`src/sfr_pkg.sv`:
```
// ----------------------------------------------------------------------------
// Frame receiver package
// Types and constants shared by the framed byte receiver.
// ----------------------------------------------------------------------------
package sfr_pkg;

  localparam int unsigned SYNC_COUNT = 5;
  localparam int unsigned MAX_LEN    = 128;

  localparam logic [7:0] CAPACITY_RESET   = 8'd255;
  localparam logic [7:0] SYNC_CODE_RESET  = 8'd22;
  localparam logic [7:0] START_CODE_RESET = 8'd2;
  localparam logic [7:0] END_CODE_RESET   = 8'd3;

  typedef enum logic [1:0] {
    REG_BUFFER_CAPACITY = 2'd0,
    REG_SYNC_CODE       = 2'd1,
    REG_START_CODE      = 2'd2,
    REG_END_CODE        = 2'd3
  } reg_index_t;

  typedef enum logic [2:0] {
    PH_SYNC   = 3'd0,
    PH_START  = 3'd1,
    PH_LEN_HI = 3'd2,
    PH_LEN_LO = 3'd3,
    PH_DATA   = 3'd4,
    PH_CHECK  = 3'd5,
    PH_END    = 3'd6
  } phase_t;

  typedef enum logic [2:0] {
    ST_OK           = 3'd0,
    ST_BAD_CHECKSUM = 3'd1,
    ST_BAD_END      = 3'd2,
    ST_TOO_LONG     = 3'd3,
    ST_OVERFLOW     = 3'd4
  } status_t;

  typedef struct packed {
    logic       kind;
    logic [7:0] data_byte;
    logic [7:0] byte_index;
    logic [2:0] status;
    logic [7:0] frame_length;
  } result_t;

endpackage

```
`src/stx_etx_frame_receiver.sv`:
```
// ----------------------------------------------------------------------------
// Framed byte receiver
// Hunts for sync and start bytes, passes payload bytes on and reports a
// status item at the end of each frame.
// ----------------------------------------------------------------------------
// A result item is registered into the output register, or into the skid
// register while the output holds one. One byte per cycle while not stalled;
// the frame state updates on each accepted byte. The two registers let bytes
// keep coming while a result waits; input stalls only when both hold an item.
// Reset clears the frame state and loads the default register values.
module stx_etx_frame_receiver
  import sfr_pkg::*;
(
  input  logic       clk,
  input  logic       rst,
  input  logic       cfg_write,
  input  logic [1:0] cfg_index,
  input  logic [7:0] cfg_data,
  input  logic       rx_valid,
  output logic       rx_stall,
  input  logic [7:0] rx_byte,
  output logic       res_valid,
  input  logic       res_stall,
  output logic       kind,
  output logic [7:0] data_byte,
  output logic [7:0] byte_index,
  output logic [2:0] status,
  output logic [7:0] frame_length
);

  localparam logic [2:0] SYNC_LAST = 3'(SYNC_COUNT - 1);
  localparam logic [7:0] LEN_LIMIT = 8'(MAX_LEN);

  logic [7:0] buffer_capacity;
  logic [7:0] sync_code;
  logic [7:0] start_code;
  logic [7:0] end_code;

  phase_t     phase, phase_next;
  logic [2:0] sync_seen, sync_seen_next;
  logic [7:0] declared_length, declared_length_next;
  logic [7:0] bytes_taken, bytes_taken_next;
  logic [7:0] running_sum, running_sum_next;
  logic [7:0] sent_checksum, sent_checksum_next;

  result_t    result_new;
  logic       has_result;
  result_t    out_item;
  logic       out_valid;
  result_t    skid_item;
  logic       skid_valid;

  logic       accept;
  logic       pop;
  logic       push;
  logic [7:0] taken_inc;

  assign rx_stall = skid_valid;
  assign accept   = rx_valid && !rx_stall;
  assign pop      = out_valid && !res_stall;
  assign push     = accept && has_result;
  assign taken_inc = bytes_taken + 8'd1;

  always_ff @(posedge clk) begin
    if (rst) begin
      buffer_capacity <= CAPACITY_RESET;
      sync_code       <= SYNC_CODE_RESET;
      start_code      <= START_CODE_RESET;
      end_code        <= END_CODE_RESET;
    end else if (cfg_write) begin
      case (reg_index_t'(cfg_index))
        REG_BUFFER_CAPACITY: buffer_capacity <= cfg_data;
        REG_SYNC_CODE:       sync_code       <= cfg_data;
        REG_START_CODE:      start_code      <= cfg_data;
        REG_END_CODE:        end_code        <= cfg_data;
        default:             ;
      endcase
    end
  end

  always_comb begin
    phase_next           = phase;
    sync_seen_next       = sync_seen;
    declared_length_next = declared_length;
    bytes_taken_next     = bytes_taken;
    running_sum_next     = running_sum;
    sent_checksum_next   = sent_checksum;
    has_result           = 1'b0;
    result_new           = '0;
    case (phase)
      PH_START: begin
        if (rx_byte == start_code) begin
          phase_next = PH_LEN_HI;
        end
      end
      PH_LEN_HI: begin
        phase_next = PH_LEN_LO;
      end
      PH_LEN_LO: begin
        declared_length_next = rx_byte;
        bytes_taken_next     = '0;
        running_sum_next     = '0;
        if (rx_byte > LEN_LIMIT) begin
          has_result              = 1'b1;
          result_new.kind         = 1'b1;
          result_new.status       = ST_TOO_LONG;
          result_new.frame_length = rx_byte;
          phase_next              = PH_SYNC;
          sync_seen_next          = '0;
        end else if (rx_byte == 8'd0) begin
          phase_next = PH_CHECK;
        end else begin
          phase_next = PH_DATA;
        end
      end
      PH_DATA: begin
        has_result = 1'b1;
        if (bytes_taken >= buffer_capacity) begin
          result_new.kind         = 1'b1;
          result_new.status       = ST_OVERFLOW;
          result_new.frame_length = declared_length;
          phase_next              = PH_SYNC;
          sync_seen_next          = '0;
        end else begin
          result_new.data_byte = rx_byte;
          result_new.byte_index = bytes_taken;
          running_sum_next     = running_sum + rx_byte;
          bytes_taken_next     = taken_inc;
          if (taken_inc >= declared_length) begin
            phase_next = PH_CHECK;
          end
        end
      end
      PH_CHECK: begin
        sent_checksum_next = rx_byte;
        phase_next         = PH_END;
      end
      PH_END: begin
        has_result              = 1'b1;
        result_new.kind         = 1'b1;
        result_new.frame_length = declared_length;
        if (rx_byte != end_code) begin
          result_new.status = ST_BAD_END;
        end else if (sent_checksum != running_sum) begin
          result_new.status = ST_BAD_CHECKSUM;
        end else begin
          result_new.status = ST_OK;
        end
        phase_next     = PH_SYNC;
        sync_seen_next = '0;
      end
      default: begin
        phase_next = PH_SYNC;
        if (rx_byte == sync_code) begin
          if (sync_seen >= SYNC_LAST) begin
            sync_seen_next = '0;
            phase_next     = PH_START;
          end else begin
            sync_seen_next = sync_seen + 3'd1;
          end
        end
      end
    endcase
  end

  always_ff @(posedge clk) begin
    if (rst) begin
      phase           <= PH_SYNC;
      sync_seen       <= '0;
      declared_length <= '0;
      bytes_taken     <= '0;
      running_sum     <= '0;
      sent_checksum   <= '0;
    end else if (accept) begin
      phase           <= phase_next;
      sync_seen       <= sync_seen_next;
      declared_length <= declared_length_next;
      bytes_taken     <= bytes_taken_next;
      running_sum     <= running_sum_next;
      sent_checksum   <= sent_checksum_next;
    end
  end

  always_ff @(posedge clk) begin
    if (rst) begin
      out_valid  <= 1'b0;
      skid_valid <= 1'b0;
    end else if (skid_valid) begin
      if (pop) begin
        out_item   <= skid_item;
        skid_valid <= 1'b0;
      end
    end else if (push) begin
      if (!out_valid || pop) begin
        out_item  <= result_new;
        out_valid <= 1'b1;
      end else begin
        skid_item  <= result_new;
        skid_valid <= 1'b1;
      end
    end else if (pop) begin
      out_valid <= 1'b0;
    end
  end

  assign res_valid    = out_valid;
  assign kind         = out_item.kind;
  assign data_byte    = out_item.data_byte;
  assign byte_index   = out_item.byte_index;
  assign status       = out_item.status;
  assign frame_length = out_item.frame_length;

  a_skid_needs_out: assert property (@(posedge clk) disable iff (rst)
    skid_valid |-> out_valid)
    else $error("skid register holds an item while the output register is empty");

  a_skid_holds: assert property (@(posedge clk) disable iff (rst)
    (skid_valid && res_stall) |=> (skid_valid && $stable(skid_item)))
    else $error("skid item lost while the output is stalled");

  a_data_status_ok: assert property (@(posedge clk) disable iff (rst)
    (res_valid && !kind) |-> (status == ST_OK && frame_length == 8'd0))
    else $error("payload item carries status fields");

  a_sync_bound: assert property (@(posedge clk) disable iff (rst)
    (phase == PH_SYNC) |-> (sync_seen <= SYNC_LAST))
    else $error("sync count ran past its limit");

  a_data_index: assert property (@(posedge clk) disable iff (rst)
    (phase == PH_DATA) |-> (bytes_taken < declared_length))
    else $error("data phase with all declared bytes already taken");

endmodule

```
`config.mk`:
```
export PLATFORM = sky130hd
export DESIGN_NAME = stx_etx_frame_receiver
export DESIGN_NICKNAME = d
export VERILOG_FILES = /design/src/sfr_pkg.sv /design/src/stx_etx_frame_receiver.sv
export SDC_FILE = /design/constraint.sdc
export NUM_CORES = 1
export LEC_CHECK = 0
export BUFFER_PORTS_ARGS = -buffer_cell sky130_fd_sc_hd__buf_2
export CAP_MARGIN = 20
export CORE_MARGIN = 1.5
export CORE_UTILIZATION = 35
export DETAILED_ROUTE_END_ITERATION = 8
export HOLD_SLACK_MARGIN = 0.05
export SYNTH_ARGS = -nofsm -noshare
export SYNTH_HDL_FRONTEND = slang
export SYNTH_SLANG_ARGS = --single-unit
```
`constraint.sdc`:
```
create_clock -name clk -period 4.7 [get_ports clk]
set_clock_uncertainty 0.2 [all_clocks]
set_input_delay 0.705 -clock clk [delete_from_list [all_inputs] [get_ports clk]]
set_output_delay 0.705 -clock clk [all_outputs]
set_load 0.02 [all_outputs]
```
Word-level counts from Yosys, hierarchy flattened. Cells that the tools add are included.

Register bits: 128. Input bits: 23. Output and inout bits: 30. Word-level logic and storage cells: 120.

Add/subtract/negate cells: 3. Order comparisons: 4. Equality and inequality tests: 20. Muxes and demuxes: 39. Bitwise operators: 4. Reductions and logical operators: 28.

Operators by type and width (number): $mux W28 (4); $pmux W11 S3 (1); $mux W16 (2); $pmux W8 S2 (2); $mux W3 (8); $pmux W3 S6 (1); $eq A8 B8 Y1 (2); $ge A8 B8 Y1 (2); $mux W8 (2); $ne A8 B8 Y1 (2); $mux W1 (13); $pmux W3 S4 (1); $reduce_and A2 Y1 (6); $mux W11 (1); $mux W10 (1); $eq A3 B3 Y1 const B (3); $reduce_and A3 Y1 (3); $add A8 B1 Y8 const B (1); $add A8 B8 Y8 (1); $gt A8 B8 Y1 const B (1); $logic_not A8 Y1 (1); $ne A2 B2 Y1 const B (4); $reduce_and A4 Y1 (2); $reduce_bool A2 Y1 (4); other kinds (20) (30).

Longest topological paths before layout. Gate-level depths: netlist of the first run.

Word-level depth: 7. Depth in mapped cells: 10. Depth with buffers taken out: 10.

Worst setup path after synthesis of the first run. Ideal clock, no wire load.

Path kind: input -> register. Start: input rx_byte[7]. End: register out_item (netlist bit byte_index[0]) (enable). Setup time: 460 ps. Arrival time: 4028 ps. Data required time: 4040 ps. Setup slack: 12 ps. Stages on the path: 7. Buffers on the path: 1. Path through: clkbuf_1 -> inv_1 -> nor2_1 -> nand2_1 -> nand2_1 -> nand2_1 -> a221oi_1.

Longest elaborated chain between the ends: 6.

Ends and longest elaborated chain: from (decl) (line stx_etx_frame_receiver.sv:21) `input logic [7:0] rx_byte,`; $gt A8 B8 Y1 (line stx_etx_frame_receiver.sv:103) `if (rx_byte > LEN_LIMIT) begin`; $mux W1 (line stx_etx_frame_receiver.sv:103); $pmux W1 S2 (line stx_etx_frame_receiver.sv:90) `case (phase)`; $logic_and A1 B1 Y1 (line stx_etx_frame_receiver.sv:61) `assign push = accept && has_result;`; $reduce_bool A2 Y1 (no line); $reduce_and A4 Y1 (no line); to (signal assigned) (line stx_etx_frame_receiver.sv:190) `out_item <= skid_item;`; to (signal assigned) (line stx_etx_frame_receiver.sv:195) `out_item <= result_new;`; to (decl) (line stx_etx_frame_receiver.sv:48) `result_t out_item;`.

Every way passes these cells. A chain may end at the register's enable or synchronous reset.

==> results of run 1 <==
cells by family after synthesis:
group	share of synthesized area
flip-flops	0.503
multiplexers	0.0636
AND/OR/NAND/NOR	0.178
XOR/XNOR	0.0606
buffers and inverters	0.0344
AO/OA/AOI/OAI	0.106
adder cells (fa/ha/maj)	0.0556
worst reg2reg max path, cell delays in order, from the launching register on:
cell and delay, ps:
dfxtp_1 480, ha_1 320, a211oi_2 210, o21ai_1 100, a211o_1 390, nor2_1 760, and2_1 290, mux2_2 170
per-layer routing:
metal	track usage	share of wire	up-vias
met1	0.205	0.45	2221
met4	0.0638	0.017	0
met5	0	0	-
met3	0.0511	0.046	20
li1	-	-	2269
met2	0.276	0.49	103
cells in the mapped netlist (3+ instances only):
library cell  number  area (um^2)
a211o_1            9         78.8
nand2_1           96          360
nor2b_1            7         43.8
nor2_1            35          131
a31oi_1            3         18.8
buf_2              5         25.0
o21ai_0           10         50.1
nand4_1            9         56.3
nand2b_1           9         56.3
ha_1              26          325
mux2i_1            8         80.1
o31ai_1            4         30.0
nor3_1             8         40.0
nand3b_1           7         52.6
a21o_1             3         22.5
nand3_1           24          120
inv_1             20         75.1
nor4_1             3         18.8
mux2_2            28          315
and2_1            15         93.8
edfxtp_1          56         1680
xnor2_1           32          280
a21oi_1           50          250
xor2_1            11         96.3
clkbuf_1          29          109
a22o_1             8         70.1
or3_1              3         18.8
dfxtp_1           72         1440
registers in the layout, summed over array words and instances, names as in the netlist, 3 cells and up:
name,flops
sync_code,8
declared_length,8
running_sum,8
data_byte,8
sent_checksum,8
start_code,8
status,3
bytes_taken,8
phase,3
frame_length,8
sync_seen,3
byte_index,8
end_code,8
skid_item,28
buffer_capacity,8
final timing paths:
path	to	slack, ps
max reg2reg	byte_index[5]$_DFFE_PP_	1650
min reg2reg	end_code[7]$_SDFFE_PP0P_	270
max	byte_index[5]$_DFFE_PP_	1650
min	end_code[7]$_SDFFE_PP0P_	270
cell type report:
cell class	instances	area, um^2	area share
tap	225	282	0.0389
multi-input combinational	438	2900	0.400
sequential	128	3120	0.431
clock inverter	11	118	0.0162
clock buffer	21	450	0.0622
inverter	20	75.1	0.0104
timing repair buffer	57	298	0.0411
report_power, final:
part | leakage, nW | switching (mW) | internal, mW | total, mW
logic | 1.42 | 0.0674 | 0.0379 | 0.105
registers | 1.13 | 0.00619 | 1.16 | 1.17
clock network | 0.278 | 0.479 | 0.789 | 1.27
total | 2.83 | 0.552 | 1.99 | 2.54
metrics by stage:
stage	util	hold WS (ps)
after floorplan	-	248
after global placement	0.386	258
after detailed placement	0.386	263
after CTS	0.419	271
after global routing	0.419	283
final	0.419	269
==> flow_summary.yaml, run 1 <==
status:
  run_status: "completed"
route:
  first_pass_iters: 5
  vias: 4613
  drc_errors: 0
  via_per_inst: 5.13
  ant_nets: 0
  wl_um: 14800
  drtIter0Drc: 284
  wl_per_cell_um: 16.5
cells_and_area:
  area_delta_synth_final_pct: 16.6
  fillers: 1678
  fin_cells: 900
  final_cell_area_um2: 7250
  diodes: 0
  layout_commonest_cell: "nand2_1"
  final_nets: 712
  most-common-layout-cells: "96 x nand2_1, 72 x dfxtp_1, 56 x edfxtp_1"
  drive_gt1_frac: 0.184
clock_tree:
  clk_pin_slew_ps: 60
  cts-root-buf: "clkbuf_16"
  htreeDepth: 4
  numCtsBuffers: 17
  cts_resized: 0
  cts_hold_buf: 0
  cts_tree: "done"
  cts_setup_buffers: 0
  insertion_delay_ps: 420
  cts_buffer_depth: 2
  clock-sinks: 128
timing:
  slew_headroom: 0.329
  grt_setup_unrepaired: "no"
  setup_ws_ps: 1650
  setup_tns_ps: 0
  worst_slew_pin_slew_ps: 1010
  min_period_over_period: 0.648
  drv_slew: 0
  hold_viol_final: 0
  setup_viol: 0
  fmax_mhz: 328
  min_period_ps: 3050
place:
  dp.final_hpwl_um: 10400
  dp.cells: 868
  gp_congestion: 0.834
  dp_worst_setup_slack_ps: 1430
  place_area_um2: 6680
  io_buffers: 52
floorplanning:
  core.rowCount: 48
  die_x_um: 136
  die-area_um2: 18600
  start_util: 0.359
  ios: 53
  dieHeight_um: 136
  fp.coreArea_um2: 17300
critical_path:
  reg2reg_depth: 7
  crit_path_start: "bytes_taken[2]$_SDFFE_PP0P_"
  timing.critical_path.depth: 7
  cp-end-kind: "flip-flop"
  worstPathRequired_ps: 4800
  cp_top_family: "simple AND/OR/NAND/NOR gates"
  path_class: "flip-flop to flip-flop"
  max_stage_delay_ps: 760
  worstPathCellList: "ha_1 -> a211oi_2 -> o21ai_1 -> a211o_1 -> nor2_1 -> and2_1 -> mux2_2"
  slowest_stage: "nor2_1"
  arrival_ps: 3140
  worst-path-max-fanout: 16
  cp-start-kind: "flip-flop"
  worst-path-buf-inv: 0
  worstReg2RegStart: "bytes_taken[2]$_SDFFE_PP0P_"
grt:
  antenna_found_initial: 0
  grt_first_pass_wirelength_um: 23400
  grt_max_degree: 54
  grt_pass1_vias: 4471
  gr-total-overflow: 0
  grt_usage: 0.167
yosys:
  syn-num-nets: 671
  ys.flop_type: "dfxtp_1"
  ys_types: 51
  syn_avg_cell_area_um2: 10.0
  synthArstFlopShare: 0
  synth_seq_area_share: 0.503
  ys_ff_latch: 128
  syn_inst: 621
  synth_enable_flop_cells: 56
  yosys_warnings: 0
  syn-cell-area_um2: 6210
min_path:
  min_from: "end_code[7]$_SDFFE_PP0P_"
  min_path_type: "flip-flop to flip-flop"
  holdPathStages: 2
power:
  p_per_area_nw_per_um2: 351
  ir_worst_vdd_mv: 0.279
  leakage_nw: 2.83
  p_total_mw: 2.54
flow_run:
  maxCapViolCount: 0
No activity file was read; power rests on OpenSTA's default activity.
==> run 2, diff against run 1 <==
- ABC_AREA: unset -> 1
- clock period: 4.7 -> 2.9 ns (I/O delays scaled with it)
==> flow_summary.yaml, run 2 <==
status:
  run_status: "finished with violations"
  violations: "design-rule violations"
timing:
  fmax_mhz: 398
  setup_tns_ps: 0
  slew_headroom: 0.548
  drv_slew: 0
  setup_viol: 0
  min_period_ps: 2510
  min_period_over_period: 0.867
  hold_viol_final: 0
  grt_setup_unrepaired: "no"
  worst_slew_pin_slew_ps: 673
power:
  p_total_mw: 4.59
  p_seq_frac: 0.431
  ir_worst_vdd_mv: 0.463
  p_sw_frac: 0.258
  p_switching_mw: 1.18
  leakage_nw: 3.49
  power_frac_comb: 0.103
  internal_power_mw: 3.40
  clkPwrFrac: 0.466
  p_per_area_nw_per_um2: 606
clock_tree:
  cts_setup_buffers: 0
  insertion_delay_ps: 430
  numCtsBuffers: 17
  cts_buffer_depth: 2
  clock-sinks: 128
  clk_pin_slew_ps: 60
  htreeDepth: 4
  cts-root-buf: "clkbuf_16"
  cts_resized: 0
  cts_hold_buf: 0
  cts_tree: "done"
critical_path:
  path_class: "flip-flop to flip-flop"
  worst-path-max-fanout: 5
  cp-start-kind: "flip-flop"
  worstPathRequired_ps: 3010
  cp-end-kind: "flip-flop"
  arrival_ps: 2630
yosys:
  ys_ff_latch: 128
  yosys-top-cells-area: "edfxtp_1 26%, dfxtp_1 22%, nand2_1 12%"
  yosys.cell_count.top_type: "nand2_1"
  syn-num-nets: 825
  synth_enable_flop_cells: 56
  synth_top_family_by_area: "simple AND/OR/NAND/NOR gates"
  synthTopCellsByCount: "214 x nand2_1, 78 x inv_1, 72 x dfxtp_1"
  synth_largest_area_cell: "edfxtp_1"
  syn_inst: 775
  netlist.area_leader.share: 0.259
  ys_types: 43
  synth_mux_area_frac: 0
  synth_xor_area_frac: 0.0432
  ys.flop_type: "dfxtp_1"
  yosys_warnings: 0
  synthAdderAreaFrac: 0.0532
  synth_seq_area_share: 0.481
  syn_avg_cell_area_um2: 8.37
  synthArstFlopShare: 0
  syn-cell-area_um2: 6490
  synth_compound_area_frac: 0.115
  synth_simple_gate_area_frac: 0.231
place:
  io_buffers: 52
  gp_congestion: 0.851
  dp.cells: 1039
  place_area_um2: 6980
  dp.final_hpwl_um: 10800
route:
  ant_nets: 0
  via_per_inst: 4.69
  drc_errors: 10
  wl_um: 15200
  drtIter0Drc: 305
  first_pass_iters: 7
  vias: 5026
  wl_per_cell_um: 14.2
floorplanning:
  start_util: 0.359
  ios: 53
  core.rowCount: 49
  die_x_um: 139
  fp.coreArea_um2: 18100
  die-area_um2: 19400
  dieHeight_um: 139
grt:
  gr-total-overflow: 0
  grt_usage: 0.165
  grt_first_pass_wirelength_um: 24700
  grt_pass1_vias: 4758
  antenna_found_initial: 0
  grt_max_degree: 49
cells_and_area:
  diodes: 0
  fin_cells: 1071
  drive_gt1_frac: 0.182
  fillers: 1779
  final_nets: 879
  final_cell_area_um2: 7560
  most-common-layout-cells: "214 x nand2_1, 78 x inv_1, 72 x dfxtp_1"
  area_delta_synth_final_pct: 16.6
  largest_reg_flops: 28
  largest-register: "skid_item"
  layout_commonest_cell: "nand2_1"
min_path:
  min_path_type: "input pin to flip-flop"
flow_run:
  maxCapViolCount: 0
run 2: changes by cell type after synthesis, sizes merged, moves of 15 or more:
| cell | before | now |
|---|---|---|
| nand2 | 96 | 226 |
| mux2 | 28 | 0 |
| nor2 | 35 | 77 |
| xnor2 | 32 | 17 |
| clkbuf | 30 | 11 |
| inv | 20 | 89 |
| and2 | 15 | 0 |
| o21ai | 11 | 63 |
run 2: per-layer routing:
layer	global-route usage	routed length, um
met5	0	0
met4	0.0504	170
met2	0.258	6830
met3	0.0414	688
met1	0.224	7540
run 2: worst max-delay path, cell delays in order, from the launching register on:
cell and delay (ps):
dfxtp_1 430, ha_1 220, nand3_1 130, nor3b_2 200, xor2_1 260, ha_1 280
nand2_1 70, nor2_1 50, nor2_1 90, nand3_1 110, inv_1 70, nand2_1 50
nand2_1 100, nand2_1 50, nand2_1 50, nor2_1 50
run 2: power groups by stage:
stage | combinational (mW) | clock (mW) | sequential, mW
final | 0.473 | 2.13 | 1.98
after floorplan | 0.329 | 0 | 2.02
after global routing | 0.535 | 2.24 | 1.98
after global placement | 0.470 | 0 | 2.01
after CTS | 0.474 | 2.16 | 1.98
after detailed placement | 0.471 | 0 | 2.02
run 2: worst paths after layout:
| check | startpoint | end | slack [ps] | cells past startpoint |
|---|---|---|---|---|
| setup reg to reg | bytes_taken[1]$_SDFFE_PP0P_ | phase[1]$_SDFFE_PP0P_ | 390 | 15 |
| hold / removal | cfg_data[1] | start_code[1]$_SDFFE_PP1P_ | 110 | 3 |
| setup / recovery | bytes_taken[1]$_SDFFE_PP0P_ | phase[1]$_SDFFE_PP0P_ | 390 | 15 |
| hold reg to reg | start_code[5]$_SDFFE_PP0P_ | start_code[5]$_SDFFE_PP0P_ | 270 | 2 |
run 2: cell families (layout without fill, tap and decap cells):
group,Yosys count,in the layout
buffers and inverters,116,183
adders and majority gates,27,27
xor gates and xnor gates,32,32
and+or+nand+nor,345,345
DFF,128,128
AOI/OAI and AO/OA,127,127
run 2: per-stage QoR:
stage | util | setup WS (ps) | hold WS, ps
3_5_place_dp | 0.386 | 408 | 259
6_report | 0.418 | 385 | 110
2_1_floorplan | - | 192 | 244
3_3_place_gp | 0.386 | 514 | 255
5_1_grt | 0.418 | 114 | 115
4_1_cts | 0.418 | 392 | 94.4
run 2: area by class of cell:
type	instances	area, um^2	share of cell area
well taps	229	287	0.0379
flip-flops and latches	128	3120	0.413
multi-input cells	531	2880	0.381
repair buffers	60	345	0.0457
inverters	91	342	0.0452
clock buffers	19	453	0.0599
clock inverters	13	134	0.0177
==> run 3, diff against run 2 <==
- CORE_ASPECT_RATIO: unset -> 1.25
==> flow_summary.yaml, run 3 (same netlist as run 2, synthesis figures left out) <==
status:
  run_status: "completed"
critical_path:
  cp-start-kind: "flip-flop"
  slowest_stage: "dfxtp_1"
  worst-path-buf-inv: 0
  arrival_ps: 2650
  path_class: "flip-flop to flip-flop"
  cp-end-kind: "flip-flop"
  worst-path-max-fanout: 6
  worstPathRequired_ps: 3050
  max_stage_delay_ps: 430
  cp_top_family: "simple AND/OR/NAND/NOR gates"
  worstPathCellList: "ha_1 -> nand3_1 -> nor3b_2 -> xor2_1 -> ha_1 -> nand2_1 -> nor2_1 -> nor2_1 -> nand3_1 -> nor2_1 -> nor2_2 -> nand2_1 -> nand2_1 -> nor2_1"
  crit_path_frequent_cell: "nor2_1"
power:
  p_seq_frac: 0.412
  p_per_area_nw_per_um2: 629
  p_switching_mw: 1.17
  p_sw_frac: 0.244
  ir_worst_vdd_mv: 0.390
  power_frac_comb: 0.098
  clkPwrFrac: 0.490
  p_total_mw: 4.80
  leakage_nw: 3.51
  internal_power_mw: 3.63
route:
  wl_per_cell_um: 14.1
  drc_errors: 0
  first_pass_iters: 5
  ant_nets: 0
  drtIter0Drc: 313
  wl_um: 15100
  vias: 5028
  via_per_inst: 4.69
cells_and_area:
  diodes: 0
  final_nets: 880
  largest-register: "skid_item"
  area_delta_synth_final_pct: 17.6
  fillers: 1819
  drive_gt1_frac: 0.183
  most-common-layout-cells: "214 x nand2_1, 78 x inv_1, 72 x dfxtp_1"
  final_util: 0.421
  register_area_um2: 3120
  largest_reg_flops: 28
  layout_commonest_cell: "nand2_1"
  multi_input_area_um2: 2880
clock_tree:
  cts-root-buf: "clkbuf_16"
  cts_buffer_depth: 2
  cts_resized: 0
  numCtsBuffers: 17
  cts_hold_buf: 0
  cts_tree: "done"
  htreeDepth: 4
  clk_pin_slew_ps: 60
  clock-sinks: 128
  insertion_delay_ps: 430
  cts_setup_buffers: 0
place:
  io_buffers: 52
  dp_worst_setup_slack_ps: 442
  gp_congestion: 0.820
  dp.final_hpwl_um: 10800
floorplanning:
  fp.coreArea_um2: 18100
  die-area_um2: 19400
  ios: 53
  start_util: 0.358
  core.rowCount: 55
  dieHeight_um: 155
  die_x_um: 125
grt:
  grt_first_pass_wirelength_um: 24200
  grt_pass1_vias: 4641
  grt_usage: 0.161
  grt_max_degree: 55
  antenna_found_initial: 1
  gr-total-overflow: 0
timing:
  min_period_ps: 2490
  slew_headroom: 0.590
  setup_tns_ps: 0
  hold_viol_final: 0
  setup_ws_ps: 407
  drv_slew: 0
  worst_slew_pin_slew_ps: 611
  setup_viol: 0
  grt_setup_unrepaired: "no"
  min_period_over_period: 0.860
  fmax_mhz: 401
min_path:
  min_path_type: "input pin to flip-flop"
flow_run:
  maxCapViolCount: 0
run 3: routing by layer:
metal	wire length, um	GRT usage
met3	615	0.0385
met5	17	0
met2	7220	0.267
met1	6930	0.201
met4	332	0.0640
run 3: final cells by class:
| class | count | area share |
|---|---|---|
| flip-flops and latches | 128 | 0.409 |
| multi-input cells | 531 | 0.378 |
| clock buffers | 21 | 0.0630 |
| inverters | 91 | 0.0448 |
| repair buffers | 61 | 0.0446 |
| well taps | 228 | 0.0374 |
| clock inverters | 11 | 0.0231 |
run 3: stage by stage:
stage / instance area [um^2] / instances / hold WS [ps]
2_1_floorplan: 6490 / 775 / 244
3_3_place_gp: 6970 / 1039 / 254
3_5_place_dp: 6970 / 1039 / 261
4_1_cts: 7630 / 1071 / 98.4
5_1_grt: 7630 / 1071 / 101
6_report: 7630 / 1071 / 112
run 3: tightest hold or removal path, cell delays in order:
cell     delay, ps
buf_2          140
nand2_1         60
nand3_1         70
run 3: path summary, 6_finish.rpt:
| kind | start | depth (start not counted) | end | slack, ps |
|---|---|---|---|---|
| min | cfg_data[4] | 3 | sync_code[4]$_SDFFE_PP1P_ | 110 |
| max reg2reg | bytes_taken[0]$_SDFFE_PP0P_ | 14 | phase[2]$_SDFFE_PP0P_ | 410 |
| min reg2reg | start_code[4]$_SDFFE_PP0P_ | 2 | start_code[4]$_SDFFE_PP0P_ | 270 |
| max | bytes_taken[0]$_SDFFE_PP0P_ | 14 | phase[2]$_SDFFE_PP0P_ | 410 |
run 3: power groups by stage:
stage | Clock [mW] | Sequential [mW] | Combinational [mW]
2_1_floorplan | 0 | 2.02 | 0.329
3_3_place_gp | 0 | 2.01 | 0.467
3_5_place_dp | 0 | 2.02 | 0.472
4_1_cts | 2.39 | 1.98 | 0.475
5_1_grt | 2.47 | 1.98 | 0.529
6_report | 2.35 | 1.98 | 0.471
